### config.mk
export PLATFORM = sky130hd
export DESIGN_NAME = antialiased_glyph_pixel_expander_unit
export DESIGN_NICKNAME = d
export VERILOG_FILES = /design/src/hw/rtl/agpe_pkg.sv /design/src/hw/rtl/agpe_front.sv /design/src/hw/rtl/agpe_queue.sv /design/src/hw/rtl/agpe_back.sv /design/src/hw/rtl/antialiased_glyph_pixel_expander_unit.sv
export SDC_FILE = /design/constraint.sdc
export NUM_CORES = 1
export LEC_CHECK = 0
export BUFFER_PORTS_ARGS = -buffer_cell sky130_fd_sc_hd__buf_4
export CAP_MARGIN = 20
export CORE_UTILIZATION = 35
export DETAILED_ROUTE_END_ITERATION = 8
export GPL_ROUTABILITY_DRIVEN = 0
export SKIP_LAST_GASP = 1
export SYNTH_ARGS = -nofsm -noshare
export SYNTH_HDL_FRONTEND = slang
export SYNTH_SLANG_ARGS = --single-unit
### constraint.sdc
create_clock -name clk -period 6.2 [get_ports clk]
set_input_delay 1.24 -clock clk [delete_from_list [all_inputs] [get_ports clk]]
set_output_delay 1.24 -clock clk [all_outputs]
set_load 0.1 [all_outputs]
### src/hw/rtl/agpe_pkg.sv
// shared types, constants and colour blend functions for the glyph pixel expander
`default_nettype none

package agpe_pkg;

    localparam int unsigned PIXELS_PER_BYTE = 4;
    localparam int unsigned COUNT_W         = 3;
    localparam int unsigned QUEUE_DEPTH     = 2;

    localparam int unsigned RED_POS   = 11;
    localparam int unsigned GREEN_POS = 5;
    localparam logic [7:0]  DIV3_RECIP = 8'd171;

    typedef enum logic [1:0] {
        LEVEL_BG    = 2'd0,
        LEVEL_LIGHT = 2'd1,
        LEVEL_HEAVY = 2'd2,
        LEVEL_FG    = 2'd3
    } agpe_level_t;

    typedef enum logic {
        REG_FOREGROUND = 1'b0,
        REG_BACKGROUND = 1'b1
    } agpe_reg_idx_t;

    typedef struct packed {
        logic [7:0]         levels;
        logic [COUNT_W-1:0] count;
        logic               final_byte;
    } agpe_entry_t;

    // floor(x / 3) for x below 256 via reciprocal 171 / 512
    function automatic logic [6:0] div3(input logic [7:0] x);
        logic [15:0] prod;
        begin
            prod = x * DIV3_RECIP;
            return prod[15:9];
        end
    endfunction

    // (light + 2 * heavy) / 3 on one channel of up to six bits
    function automatic logic [5:0] mix_channel(input logic [5:0] light,
                                               input logic [5:0] heavy);
        logic [7:0] sum;
        logic [6:0] q;
        begin
            sum = {2'b00, light} + {1'b0, heavy, 1'b0};
            q   = div3(sum);
            return q[5:0];
        end
    endfunction

    function automatic logic [15:0] shade(input agpe_level_t level,
                                          input logic [15:0] fg,
                                          input logic [15:0] bg);
        logic [5:0]  r;
        logic [5:0]  g;
        logic [5:0]  b;
        logic [15:0] res;
        begin
            r   = '0;
            g   = '0;
            b   = '0;
            res = bg;
            case (level)
                LEVEL_BG: res = bg;
                LEVEL_FG: res = fg;
                LEVEL_LIGHT:
                begin
                    r   = mix_channel({1'b0, fg[15:11]}, {1'b0, bg[15:11]});
                    g   = mix_channel(fg[10:5], bg[10:5]);
                    b   = mix_channel({1'b0, fg[4:0]}, {1'b0, bg[4:0]});
                    res = {r[4:0], g, b[4:0]};
                end
                LEVEL_HEAVY:
                begin
                    r   = mix_channel({1'b0, bg[15:11]}, {1'b0, fg[15:11]});
                    g   = mix_channel(bg[10:5], fg[10:5]);
                    b   = mix_channel({1'b0, bg[4:0]}, {1'b0, fg[4:0]});
                    res = {r[4:0], g, b[4:0]};
                end
                default: res = bg;
            endcase
            return res;
        end
    endfunction

endpackage

`default_nettype wire

### src/hw/rtl/agpe_front.sv
// front end: takes bytes, clamps the pixel count and drops empty bytes
`default_nettype none

module agpe_front
    import agpe_pkg::*;
(
    input  wire logic               in_valid,
    output logic                    in_ready,
    input  wire logic [7:0]         packed_levels,
    input  wire logic [COUNT_W-1:0] valid_pixels,
    input  wire logic               glyph_final_byte,
    output logic                    push,
    output agpe_entry_t             push_entry,
    input  wire logic               q_full
);

    logic [COUNT_W-1:0] clamped;

    always_comb
    begin
        if (valid_pixels > COUNT_W'(PIXELS_PER_BYTE))
        begin
            clamped = COUNT_W'(PIXELS_PER_BYTE);
        end
        else
        begin
            clamped = valid_pixels;
        end
    end

    assign in_ready = !q_full;

    // an item with no pixels is taken and forgotten
    assign push = in_valid && !q_full && (clamped != '0);

    assign push_entry.levels     = packed_levels;
    assign push_entry.count      = clamped;
    assign push_entry.final_byte = glyph_final_byte;

endmodule

`default_nettype wire

### src/hw/rtl/agpe_queue.sv
// short queue of classified bytes between front and back
`default_nettype none

module agpe_queue
    import agpe_pkg::*;
(
    input  wire logic        clk,
    input  wire logic        rst_n,
    input  wire logic        push,
    input  wire agpe_entry_t push_entry,
    output logic             full,
    input  wire logic        pop,
    output logic             q_valid,
    output agpe_entry_t      q_entry
);

    localparam int unsigned PTR_W = (QUEUE_DEPTH > 1) ? $clog2(QUEUE_DEPTH) : 1;
    localparam int unsigned CNT_W = $clog2(QUEUE_DEPTH + 1);

    agpe_entry_t         slots_reg [QUEUE_DEPTH];
    logic [PTR_W-1:0]    wr_ptr_reg;
    logic [PTR_W-1:0]    wr_ptr_next;
    logic [PTR_W-1:0]    rd_ptr_reg;
    logic [PTR_W-1:0]    rd_ptr_next;
    logic [CNT_W-1:0]    fill_reg;
    logic [CNT_W-1:0]    fill_next;

    assign full    = (fill_reg == CNT_W'(QUEUE_DEPTH));
    assign q_valid = (fill_reg != '0);
    assign q_entry = slots_reg[rd_ptr_reg];

    always_comb
    begin
        wr_ptr_next = wr_ptr_reg;
        rd_ptr_next = rd_ptr_reg;
        fill_next   = fill_reg;
        if (push)
        begin
            wr_ptr_next = (wr_ptr_reg == PTR_W'(QUEUE_DEPTH - 1)) ? '0 : wr_ptr_reg + 1'b1;
        end
        if (pop)
        begin
            rd_ptr_next = (rd_ptr_reg == PTR_W'(QUEUE_DEPTH - 1)) ? '0 : rd_ptr_reg + 1'b1;
        end
        if (push && !pop)
        begin
            fill_next = fill_reg + 1'b1;
        end
        else if (pop && !push)
        begin
            fill_next = fill_reg - 1'b1;
        end
    end

    always_ff @(posedge clk or negedge rst_n)
    begin
        if (!rst_n)
        begin
            wr_ptr_reg <= '0;
            rd_ptr_reg <= '0;
            fill_reg   <= '0;
        end
        else
        begin
            wr_ptr_reg <= wr_ptr_next;
            rd_ptr_reg <= rd_ptr_next;
            fill_reg   <= fill_next;
        end
    end

    always_ff @(posedge clk)
    begin
        if (push)
        begin
            slots_reg[wr_ptr_reg] <= push_entry;
        end
    end

    a_no_overflow: assert property (@(posedge clk) disable iff (!rst_n)
        push |-> (!full || pop))
        else $error("queue written while full");

    a_no_underflow: assert property (@(posedge clk) disable iff (!rst_n)
        pop |-> q_valid)
        else $error("queue read while empty");

    a_fill_bound: assert property (@(posedge clk) disable iff (!rst_n)
        fill_reg <= CNT_W'(QUEUE_DEPTH))
        else $error("queue fill count out of range");

endmodule

`default_nettype wire

### src/hw/rtl/agpe_back.sv
// back end: walks the pixels of one byte, blends and registers each result
`default_nettype none

module agpe_back
    import agpe_pkg::*;
(
    input  wire logic        clk,
    input  wire logic        rst_n,
    input  wire logic [15:0] fg_color,
    input  wire logic [15:0] bg_color,
    input  wire logic        q_valid,
    input  wire agpe_entry_t q_entry,
    output logic             pop,
    output logic             out_valid,
    input  wire logic        out_ready,
    output logic [15:0]      pixel_color,
    output logic             byte_done,
    output logic             glyph_done
);

    logic [7:0]         cur_levels_reg;
    logic [7:0]         cur_levels_next;
    logic [COUNT_W-1:0] cur_left_reg;
    logic [COUNT_W-1:0] cur_left_next;
    logic               cur_final_reg;
    logic               cur_final_next;
    logic               cur_valid_reg;
    logic               cur_valid_next;

    logic               out_valid_reg;
    logic               out_valid_next;
    logic [15:0]        pixel_color_reg;
    logic [15:0]        pixel_color_next;
    logic               byte_done_reg;
    logic               byte_done_next;
    logic               glyph_done_reg;
    logic               glyph_done_next;

    logic               slot_free;
    logic               emit;
    logic               last_pixel;
    logic [15:0]        colour;

    assign slot_free  = !out_valid_reg || out_ready;
    assign emit       = cur_valid_reg && slot_free;
    assign last_pixel = (cur_left_reg == COUNT_W'(1));
    // next byte loads as the current one hands over its last pixel
    assign pop        = q_valid && (!cur_valid_reg || (emit && last_pixel));
    assign colour     = shade(agpe_level_t'(cur_levels_reg[7:6]), fg_color, bg_color);

    always_comb
    begin
        cur_levels_next  = cur_levels_reg;
        cur_left_next    = cur_left_reg;
        cur_final_next   = cur_final_reg;
        cur_valid_next   = cur_valid_reg;
        out_valid_next   = out_valid_reg;
        pixel_color_next = pixel_color_reg;
        byte_done_next   = byte_done_reg;
        glyph_done_next  = glyph_done_reg;

        if (pop)
        begin
            cur_levels_next = q_entry.levels;
            cur_left_next   = q_entry.count;
            cur_final_next  = q_entry.final_byte;
            cur_valid_next  = 1'b1;
        end
        else if (emit)
        begin
            cur_levels_next = {cur_levels_reg[5:0], 2'b00};
            cur_left_next   = cur_left_reg - 1'b1;
            cur_valid_next  = !last_pixel;
        end

        if (emit)
        begin
            out_valid_next   = 1'b1;
            pixel_color_next = colour;
            byte_done_next   = last_pixel;
            glyph_done_next  = last_pixel && cur_final_reg;
        end
        else if (out_ready)
        begin
            out_valid_next = 1'b0;
        end
    end

    always_ff @(posedge clk or negedge rst_n)
    begin
        if (!rst_n)
        begin
            cur_valid_reg <= 1'b0;
            out_valid_reg <= 1'b0;
        end
        else
        begin
            cur_valid_reg <= cur_valid_next;
            out_valid_reg <= out_valid_next;
        end
    end

    always_ff @(posedge clk)
    begin
        cur_levels_reg  <= cur_levels_next;
        cur_left_reg    <= cur_left_next;
        cur_final_reg   <= cur_final_next;
        pixel_color_reg <= pixel_color_next;
        byte_done_reg   <= byte_done_next;
        glyph_done_reg  <= glyph_done_next;
    end

    assign out_valid   = out_valid_reg;
    assign pixel_color = pixel_color_reg;
    assign byte_done   = byte_done_reg;
    assign glyph_done  = glyph_done_reg;

    a_left_range: assert property (@(posedge clk) disable iff (!rst_n)
        cur_valid_reg |-> (cur_left_reg != '0 && cur_left_reg <= COUNT_W'(PIXELS_PER_BYTE)))
        else $error("pixel count of current byte out of range");

    a_glyph_on_byte_end: assert property (@(posedge clk) disable iff (!rst_n)
        (out_valid_reg && glyph_done_reg) |-> byte_done_reg)
        else $error("glyph end without byte end");

    a_pop_only_when_free: assert property (@(posedge clk) disable iff (!rst_n)
        (pop && cur_valid_reg) |-> (emit && last_pixel))
        else $error("byte loaded over unfinished one");

endmodule

`default_nettype wire

### src/hw/rtl/antialiased_glyph_pixel_expander_unit.sv
// top level of the antialiased glyph pixel expander
// Usage:
//   each input item is one glyph bitmap byte with four 2-bit coverage levels
//   (first pixel in bits 7:6), a pixel count and an end-of-glyph flag
//   every valid pixel of the byte comes out as one RGB565 item on the output
//   channel, in pixel order, with byte_done on the last pixel of the byte and
//   glyph_done on the last pixel of a final byte
//   counts above four are treated as four; a byte with count zero is taken
//   and gives no item
//   colours are set through the write port: index 0 foreground, 1 background
//   a byte passes through the queue and the current byte register before
//   its first pixel is registered at the output; throughput: one pixel a cycle
//   while the receiver takes them, set by the single pixel blend unit
//   a two-entry byte queue and the output register let input keep flowing
//   while the receiver stalls; input ready drops only when the queue is full
//   reset empties the queue and output and sets white on black
`default_nettype none

module antialiased_glyph_pixel_expander_unit
    import agpe_pkg::*;
(
    input  wire logic               clk,
    input  wire logic               rst_n,
    input  wire logic               cfg_write,
    input  wire logic               cfg_index,
    input  wire logic [15:0]        cfg_data,
    input  wire logic               in_valid,
    output logic                    in_ready,
    input  wire logic [7:0]         packed_levels,
    input  wire logic [COUNT_W-1:0] valid_pixels,
    input  wire logic               glyph_final_byte,
    output logic                    out_valid,
    input  wire logic               out_ready,
    output logic [15:0]             pixel_color,
    output logic                    byte_done,
    output logic                    glyph_done
);

    logic [15:0] fg_color_reg;
    logic [15:0] fg_color_next;
    logic [15:0] bg_color_reg;
    logic [15:0] bg_color_next;

    logic        push;
    agpe_entry_t push_entry;
    logic        q_full;
    logic        pop;
    logic        q_valid;
    agpe_entry_t q_entry;

    always_comb
    begin
        fg_color_next = fg_color_reg;
        bg_color_next = bg_color_reg;
        if (cfg_write)
        begin
            case (agpe_reg_idx_t'(cfg_index))
                REG_FOREGROUND: fg_color_next = cfg_data;
                REG_BACKGROUND: bg_color_next = cfg_data;
                default: ;
            endcase
        end
    end

    always_ff @(posedge clk or negedge rst_n)
    begin
        if (!rst_n)
        begin
            fg_color_reg <= 16'hFFFF;
            bg_color_reg <= 16'h0000;
        end
        else
        begin
            fg_color_reg <= fg_color_next;
            bg_color_reg <= bg_color_next;
        end
    end

    agpe_front u_front (
        .in_valid         (in_valid),
        .in_ready         (in_ready),
        .packed_levels    (packed_levels),
        .valid_pixels     (valid_pixels),
        .glyph_final_byte (glyph_final_byte),
        .push             (push),
        .push_entry       (push_entry),
        .q_full           (q_full)
    );

    agpe_queue u_queue (
        .clk        (clk),
        .rst_n      (rst_n),
        .push       (push),
        .push_entry (push_entry),
        .full       (q_full),
        .pop        (pop),
        .q_valid    (q_valid),
        .q_entry    (q_entry)
    );

    agpe_back u_back (
        .clk         (clk),
        .rst_n       (rst_n),
        .fg_color    (fg_color_reg),
        .bg_color    (bg_color_reg),
        .q_valid     (q_valid),
        .q_entry     (q_entry),
        .pop         (pop),
        .out_valid   (out_valid),
        .out_ready   (out_ready),
        .pixel_color (pixel_color),
        .byte_done   (byte_done),
        .glyph_done  (glyph_done)
    );

endmodule

`default_nettype wire
======== Word level (Yosys, flattened, before mapping) ========
Memories as Yosys holds them, arrays and structs flattened.
Index checks and enable logic that the tools add are counted.
storage, ports and cells
  memories kept ........................... 1
  register bits ........................... 68
  ROM bits ................................ 0
  RAM bits ................................ 24
  bits of input ports ..................... 34
  bits in latches ......................... 0
  output and inout port bits .............. 20
  word-level logic and storage cells ...... 78
memory list
  name               words  bits a word  rd ports  clocked after Yosys merged registers in  write ports  line              source
  u_queue.slots_reg  2      12           1         0                                        1            agpe_queue.sv:20  agpe_entry_t slots_reg [QUEUE_DEPTH];
cells by class
  add/sub/neg operators ................... 11
  reduce and logical (&&, ||, !) cells .... 24
  eq/ne operators ......................... 5
  order comparisons ....................... 1
  mux-type cells .......................... 16
  multipliers ............................. 6
  shifts and indexed selects .............. 0
  divide/modulo/power cells ............... 0
  bitwise logic cells ..................... 1
operators with widths
  operator                number
  $pmux W16 S4            1
  $mul A8 B8 Y14 const B  4
  $mul A8 B8 Y15 const B  2
  $add A5 B6 Y7           4
  $add A6 B7 Y8           2
  $mux W8                 2
  $mux W3                 3
  $logic_and A1 B1 Y1     8
  $mux W1                 8
  $reduce_bool A2 Y1      4
  $eq A2 B2 Y1 const B    3
  $logic_not A1 Y1        6
  $mux W2                 2
  $reduce_and A2 Y1       2
  $eq A3 B1 Y1 const B    1
  $gt A3 B3 Y1 const B    1
  $reduce_bool A3 Y1      1
  $sub A3 B1 Y3 const B   1
  $add A1 B1 Y1 const B   2
  $add A2 B1 Y2 const B   1
  $eq A2 B1 Y1 const B    1
  $logic_not A2 Y1        1
  $logic_or A1 B1 Y1      2
  $sub A2 B1 Y2 const B   1
  $not A1 Y1              1

======== Logic depth before layout (Yosys ltp) ========
Gate-level depths: netlist of the first run.
  depth after elaboration ................. 9
  gate-level depth with buffers ........... 21
  gate-level depth less buffers ........... 21

======== Modules after synthesis ========
From an unflattened synthesis of the first run, not the netlist that was laid out.
unflattened totals
  cells, all modules ...................... 960
  area, all modules ....................... 10512.6 um2
modules (own cells, without submodules)
  module                                 cells each  area an instance (um2)  times used  seq. area each (um2)
  agpe_back                              824         8052.7                  1           950.9
  antialiased_glyph_pixel_expander_unit  69          1272.5                  1           820.8
  agpe_queue                             53          1089.8                  1           820.8
  agpe_front                             14          97.6                    1           0.0

======== Worst setup path before layout of the first run ========
Ideal clock, no wire load.
  path kind ............................... reg2reg
  start point ............................. register bg_color_reg[12]
  end point ............................... register u_back.pixel_color_reg[13] (netlist: u_back.pixel_color[13]), data pin
  arrival ................................. 5.140 ns
  data required time ...................... 5.928 ns
  library setup time ...................... 0.272 ns
  stages on the path, launching flop included .. 21
  path buffers ............................ 0
  setup slack ............................. 0.788 ns
  clock period less this slack ............ 5.412 ns
  cells stage by stage .................... dfrtp_1 -> ha_1 -> fa_1 -> a21o_1 -> a21oi_1 -> xor2_1 -> inv_1 -> ha_1 -> ha_1 -> inv_1 -> fa_1 -> inv_1 -> fa_1 -> ha_1 -> and3_1 -> a221oi_2 -> o21ai_1 -> a21oi_1 -> o21bai_1 -> xor2_1 -> mux4_2
on the way
  cells in the longest elaborated chain, start to end .. 3
  elaborated cells on any way between the ends .. 5
  those cells by class .................... 2 x add/sub; 2 x mul; 1 x mux
ends and longest elaborated chain
  item                         line                                         source
  start: declaration           antialiased_glyph_pixel_expander_unit.sv:41  logic [15:0] bg_color_reg;
  start signal: assignment     antialiased_glyph_pixel_expander_unit.sv:75  bg_color_reg <= bg_color_next;
  $add A5 B6 Y7                agpe_pkg.sv:47                               sum = {2'b00, light} + {1'b0, heavy, 1'b0};
  $mul A8 B8 Y14               agpe_pkg.sv:36                               prod = x * DIV3_RECIP;
  $pmux W16 S4 *               agpe_pkg.sv:65                               case (level)
  named net u_back.colour[13]  agpe_back.sv:42                              logic [15:0] colour;
  end signal: assignment       agpe_back.sv:108                             pixel_color_reg <= pixel_color_next;
  end: declaration             agpe_back.sv:32                              logic [15:0] pixel_color_reg;
The timed path passes the listed nets; every way through them passes the cells marked *.
A chain may end at the register's enable or synchronous reset.

======== Final worst setup path of the first run ========
  start point ............................. register bg_color_reg[11]
  end point ............................... register u_back.pixel_color_reg[15] (netlist: u_back.pixel_color[15]), data pin
The elaborated chain is that of the path after synthesis.

==> results of run 1 <==
==> kinds of logic (layout without fill, tap and decap cells) <==
group,count (synthesis),in the layout
adder cells (fa/ha/maj),305,305
AND/OR/NAND/NOR,127,127
buffers and inverters,188,252
AO/OA/AOI/OAI,156,156
flip-flops,92,92
XOR/XNOR,63,63
multiplexers,50,50
==> area by class of cell <==
type                       instances  area share (%)
clock buffer                       9            1.94
timing repair buffer              62            4.03
clock inverter                     7           0.796
multi-input combinational        701            61.2
sequential                        92            22.3
tap                              384            4.13
inverter                         174            5.62
==> critical path, cell delays in order (launching register included) <==
cell and delay, ns:
dfrtp_1 0.49, ha_1 0.27, fa_1 0.40, a21o_1 0.19, a21oi_1 0.16, xor2_1 0.40
inv_1 0.16, ha_1 0.33, ha_1 0.28, inv_1 0.05, fa_1 0.51, inv_1 0.05
fa_1 0.45, ha_1 0.32, a21oi_1 0.14, o221ai_1 0.19, o311ai_0 0.48, nor4bb_1 0.28
a31oi_1 0.06, o311ai_0 0.11, o211ai_1 0.15
==> through the flow <==
| step | setup slack, ns | hold WS, ns | utilization, % | std cells | cell area, um^2 |
|---|---|---|---|---|---|
| finish | 0.439 | 0.490 | 40.1 | 1429 | 11600 |
| global route | 0.0819 | 0.512 | 40.1 | 1429 | 11600 |
| CTS | 0.393 | 0.499 | 40.0 | 1428 | 11600 |
| detailed placement | 0.401 | 0.475 | 39.0 | 1412 | 11300 |
| global placement | 0.553 | 0.481 | 39.0 | 1412 | 11300 |
| floorplan | 0.788 | 0.448 | - | 981 | 10400 |
==> per-layer routing <==
layer / wire length [um] / up-vias / share of wire, % / global-route usage, %
met1: 9840 / 3323 / 47 / 19.2
met2: 9990 / 82 / 48 / 25.0
met4: 423 / 0 / 2.0 / 4.06
met3: 641 / 26 / 3.1 / 2.41
li1: - / 3524 / - / -
met5: 0 / - / 0 / 0
==> final timing paths <==
check / slack (ns) / start / end
setup / recovery: 0.44 / bg_color_reg[11] / u_back.pixel_color[15]
hold / removal: 0.49 / u_queue.wr_ptr_reg / u_queue.wr_ptr_reg
setup reg to reg: 0.44 / bg_color_reg[11] / u_back.pixel_color[15]
hold reg to reg: 0.49 / u_queue.wr_ptr_reg / u_queue.wr_ptr_reg
max in group asynchronous: 4.94 / rst_n / fg_color_reg[5]
min in group asynchronous: 0.85 / rst_n / u_queue.fill_reg[0]
==> cell usage in the layout (no fill, tap or decap), types with 13 or more instances in the layout <==
master	count
ha_1	241
inv_1	174
fa_1	64
buf_4	61
edfxtp_1	54
a21oi_1	49
xnor2_1	40
nand2_1	31
mux2_2	31
o21ai_0	29
nor2_1	25
xor2_1	23
dfrtp_1	22
a21o_1	17
dfstp_2	16
nor2b_1	15
nand3_1	13
==> key figures, run 1 <==
Status
  • Status: finished clean

Clock tree
  • Clock slew at reported path FFs: 0.07 ns
  • Clock buffer depth: 2
  • H-tree depth: 3
  • Skew-Pair Late Insertion Delay: 0.36 ns
  • CTS Root Cell: clkbuf_16
  • CTS tree: done
  • Post-CTS setup buffers: 0
  • Post-CTS Resized: 0
  • Hold buffers post-CTS: 0
  • Num CTS Buffers: 9
  • Clock sinks: 92

STA
  • Final Skew: 0.00826 ns
  • TNS Setup: 0 ns
  • Max_slew headroom: 34.2%
  • Crit path time final: 5.76 ns
  • Slew @ Worst Pin: 0.985 ns
  • Final setup violation count: 0
  • Max frequency: 174 MHz
  • Period utilization: 92.9%
  • Final hold violations: 0
  • Unrepaired setup endpoints after global routing: false
  • Max Slew Vio Count: 0

Logic synthesis
  • Syn_nets: 1320
  • Post-synthesis adder-cell area fraction: 41.3%
  • Largest family of logic cells by synthesized area: adder cells
  • EDFF count, synth: 54
  • Top FF cell, synth: edfxtp_1
  • Synth top area share: 29.0%
  • Synth cell count leaders: 241 x ha_1, 174 x inv_1, 64 x fa_1
  • FF+latch count, synth: 92
  • Synth area leaders: ha_1 29%, edfxtp_1 16%, fa_1 12%, inv_1 6.3%, dfrtp_1 5.3%
  • Mapped Avg Cell Area: 10.6 um^2
  • Most frequent cell after synthesis: ha_1
  • Syn Inst Count: 981
  • Asr flop ratio synth: 41.3%
  • Xor-xnor portion of the synthesized cell area: 5.30%
  • Number of distinct library cells after synthesis: 55
  • Sequential area share after synthesis: 24.9%
  • Post-synthesis mux area share: 6.02%
  • Area leader, netlist: ha_1
  • Simple logic cell fraction of the synthesized area: 6.09%
  • Number of synthesis warnings: 0
  • Synthesized cell area: 10400 um^2
  • Compound-Gate Fraction of Synth Area: 9.65%

Routing
  • Routed Antenna Nets: 0
  • DR vias/cell: 4.87
  • Routed len/inst: 14.6 um
  • Via count: 6955
  • Drt pass-1 iters: 4
  • Detailed Route WL: 20900 um
  • DRC Markers: 0
  • DR iter-0 viols: 210

Critical path
  • CP Data Required Time: 6.28 ns
  • Critical Path End Type: flip-flop
  • Arrival @ worst endpoint: 5.84 ns
  • Setup CP Type: flip-flop to flip-flop
  • Worst-path fanout max: 7
  • Reg2Reg Depth: 20
  • Critical path startpoint category: flip-flop

Layout
  • Register area: 2590 um^2
  • Filler cells: 2837
  • Post-layout nets: 1379
  • Max reg flops: 24
  • Number of antenna diodes: 0
  • Area delta synth->final: 11.7%
  • Fraction of layout cells with a size suffix above 1: 13.4%
  • Multi-input logic area: 7120 um^2

Placement
  • I/O Buffers: 53
  • Post-DP HPWL: 17100 um

Job
  • Maxcap violations: 0

Global route
  • Number of global-route vias before repair: 7323
  • Initial antenna violation count: 0
  • First-pass GRT wire length: 35600 um
  • Total grt overflow: 0
  • GRT Overall Usage: 14.7%
  • Pin count of the biggest net entering global routing: 39

Die
  • IO Count: 54
  • Die width: 174 um
  • Row cnt: 62
  • Core area: 29000 um^2
  • Initial cell density of the core: 35.9%
  • Die Ht: 174 um
  • Die ar.: 30400 um^2

Min path
  • Min-delay worst type: flip-flop to flip-flop
  • Hold path depth: 1
Power of run 1 is left out: the tool's default activity adds up to more than one toggle a clock period on the data nets, which glitch-free logic cannot reach.
==> run 2, diff against run 1 <==
--- a/config.mk
+++ b/config.mk
@@ -7,9 +7,14 @@
 export LEC_CHECK = 0
 export BUFFER_PORTS_ARGS = -buffer_cell sky130_fd_sc_hd__buf_4
 export CAP_MARGIN = 20
+export CELL_PAD_IN_SITES_DETAIL_PLACEMENT = 1
+export CELL_PAD_IN_SITES_GLOBAL_PLACEMENT = 2
 export CORE_UTILIZATION = 35
+export CTS_BUF_LIST = sky130_fd_sc_hd__clkbuf_16
+export CTS_CLUSTER_SIZE = 16
 export DETAILED_ROUTE_END_ITERATION = 8
 export GPL_ROUTABILITY_DRIVEN = 0
+export PLACE_DENSITY_LB_ADDON = 0.1
 export SKIP_LAST_GASP = 1
 export SYNTH_ARGS = -nofsm -noshare
 export SYNTH_HDL_FRONTEND = slang
==> run 2 against run 1 <==
  * Worst setup slack better by 0.015 ns
  * Sequential share of layout area down 0.12 points
  * First-iteration DRC count up 15%
  * Global-route usage up 2.4 points
  * Register-to-register slack better by 0.02 ns
  * Cell count up 0.56%
  * Maximum frequency up 0.26%
  * Wire length up 16%
  * Clock skew up 0.0046 ns
  * Critical path type unchanged
  * Critical endpoint is now u_back.pixel_color[13]
==> key figures, run 2 (synthesis results as in run 1) <==
STA
  • Final hold violations: 0
  • TNS Setup: 0 ns
  • Max frequency: 174 MHz
  • Unrepaired setup endpoints after global routing: false
  • Max Slew Vio Count: 0
  • Period utilization: 92.7%
  • Hold_ws: 0.496 ns
  • Final setup violation count: 0
  • Crit path time final: 5.75 ns
  • Max_slew headroom: 50.9%
  • Final worst slack: 0.454 ns
  • Slew @ Worst Pin: 0.737 ns
  • Final Skew: 0.0128 ns

Layout
  • Post-layout nets: 1387
  • Post-Layout Cell Count: 1437
  • Fraction of layout cells with a size suffix above 1: 14.1%
  • Commonest non-fill, non-tap cells in the layout: 241 x ha_1, 174 x inv_1, 67 x buf_4
  • Number of antenna diodes: 0
  • Leading cell type in the layout, fill and taps excluded: ha_1
  • Area delta synth->final: 12.3%
  • Max reg flops: 24

Global route
  • Pin count of the biggest net entering global routing: 39
  • Number of global-route vias before repair: 7745
  • GRT Overall Usage: 17.1%
  • First-pass GRT wire length: 40600 um
  • Initial antenna violation count: 0
  • Total grt overflow: 0

Routing
  • DRC Markers: 0
  • DR vias/cell: 4.89
  • DR iter-0 viols: 241
  • Routed len/inst: 16.8 um
  • Via count: 7032
  • Drt pass-1 iters: 4
  • Routed Antenna Nets: 0
  • Detailed Route WL: 24200 um

Min path
  • Min-delay worst type: flip-flop to flip-flop
  • Hold path depth: 1
  • HP Start: u_queue.wr_ptr_reg
  • WHS Endpoint: u_queue.wr_ptr_reg

Placement
  • DP Cell Count: 1418
  • I/O Buffers: 53
  • Pre-CTS WS: 0.436 ns
  • Post-DP HPWL: 19600 um

Die
  • IO Count: 54
  • Core area: 29000 um^2
  • Die Ht: 174 um
  • Die ar.: 30400 um^2
  • Initial cell density of the core: 35.9%
  • Die width: 174 um
  • Row cnt: 62

Critical path
  • Arrival @ worst endpoint: 5.84 ns
  • CP Data Required Time: 6.30 ns
  • Critical Path Slowest Stage Cell: fa_1
  • Start of the worst register-to-register path: bg_color_reg[12]
  • RR Endpoint: u_back.pixel_color[13]
  • Critical path startpoint category: flip-flop
  • Critical Path End Type: flip-flop
  • Cell mode on critical path: ha_1
  • Critical Path Max Stage Delay: 0.50 ns
  • Reg2Reg Depth: 20
  • Worst R2R Setup Slack: 0.45 ns
  • Worst-path fanout max: 5
  • Crit-path cells: ha_1 > fa_1 > a21o_1 > a21oi_1 > xor2_1 > inv_1 > ha_1 > ha_1 > inv_1 > fa_1 > inv_1 > fa_1 > ha_1 > and3_1 > a221oi_2 > o21ai_1 > a21oi_1 > o21bai_1 > xor2_1 > mux4_2
  • Setup CP Type: flip-flop to flip-flop

Clock tree
  • Clock slew at reported path FFs: 0.08 ns
  • Num CTS Buffers: 9
  • Hold buffers post-CTS: 0
  • Skew-Pair Late Insertion Delay: 0.36 ns
  • Clock sinks: 92
  • Post-CTS Resized: 0
  • H-tree depth: 3
  • CTS Root Cell: clkbuf_16
  • CTS tree: done
  • Post-CTS setup buffers: 0
  • Clock buffer depth: 2

Status
  • Status: finished clean

Job
  • Maxcap violations: 0
[run 2: worst max path at each step]
| stage | startpoint | endpoint |
|---|---|---|
| detailed placement | bg_color_reg[12] | u_back.pixel_color[13] |
| global placement | fg_color_reg[11] | u_back.pixel_color[13] |
| CTS | bg_color_reg[12] | u_back.pixel_color[13] |
| finish | bg_color_reg[12] | u_back.pixel_color[13] |
| global route | bg_color_reg[12] | u_back.pixel_color[13] |
| floorplan | bg_color_reg[12] | u_back.pixel_color[13] |
[run 2: final cells by class]
class                   count  area (um^2)
clock buffers               9          225
clock inverters             7         80.1
fillers                  3276        17300
inverters                 174          653
multi-input cells         701         7120
flip-flops and latches     92         2590
well taps                 384          480
repair buffers             70          547
[run 2: stage by stage]
stage | cell area [um^2] | utilization, %
after floorplan | 10400 | -
after global placement | 11300 | 39.1
after detailed placement | 11300 | 39.1
after CTS | 11700 | 40.2
after global routing | 11700 | 40.3
final | 11700 | 40.3
[run 2: layer usage]
layer  wire length, um  track usage (%)  up-vias
met5                 0                0        -
met4               167             3.33        0
met1             11600             22.5     3429
met2             11900             30.1       51
li1                  -                -     3541
met3               463             2.06       11
[run 2: critical path, delay by kind of cell, from the launching register on]
family,cells,cell delay [ns]
flip-flops,1,0.44
AO/OA/AOI/OAI,6,1.18
multiplexers,1,0.45
buffers and inverters,3,0.27
XOR/XNOR,2,0.51
AND/OR/NAND/NOR,1,0.16
adder cells (fa/ha/maj),7,2.49
Power of run 2 is left out for the same reason.
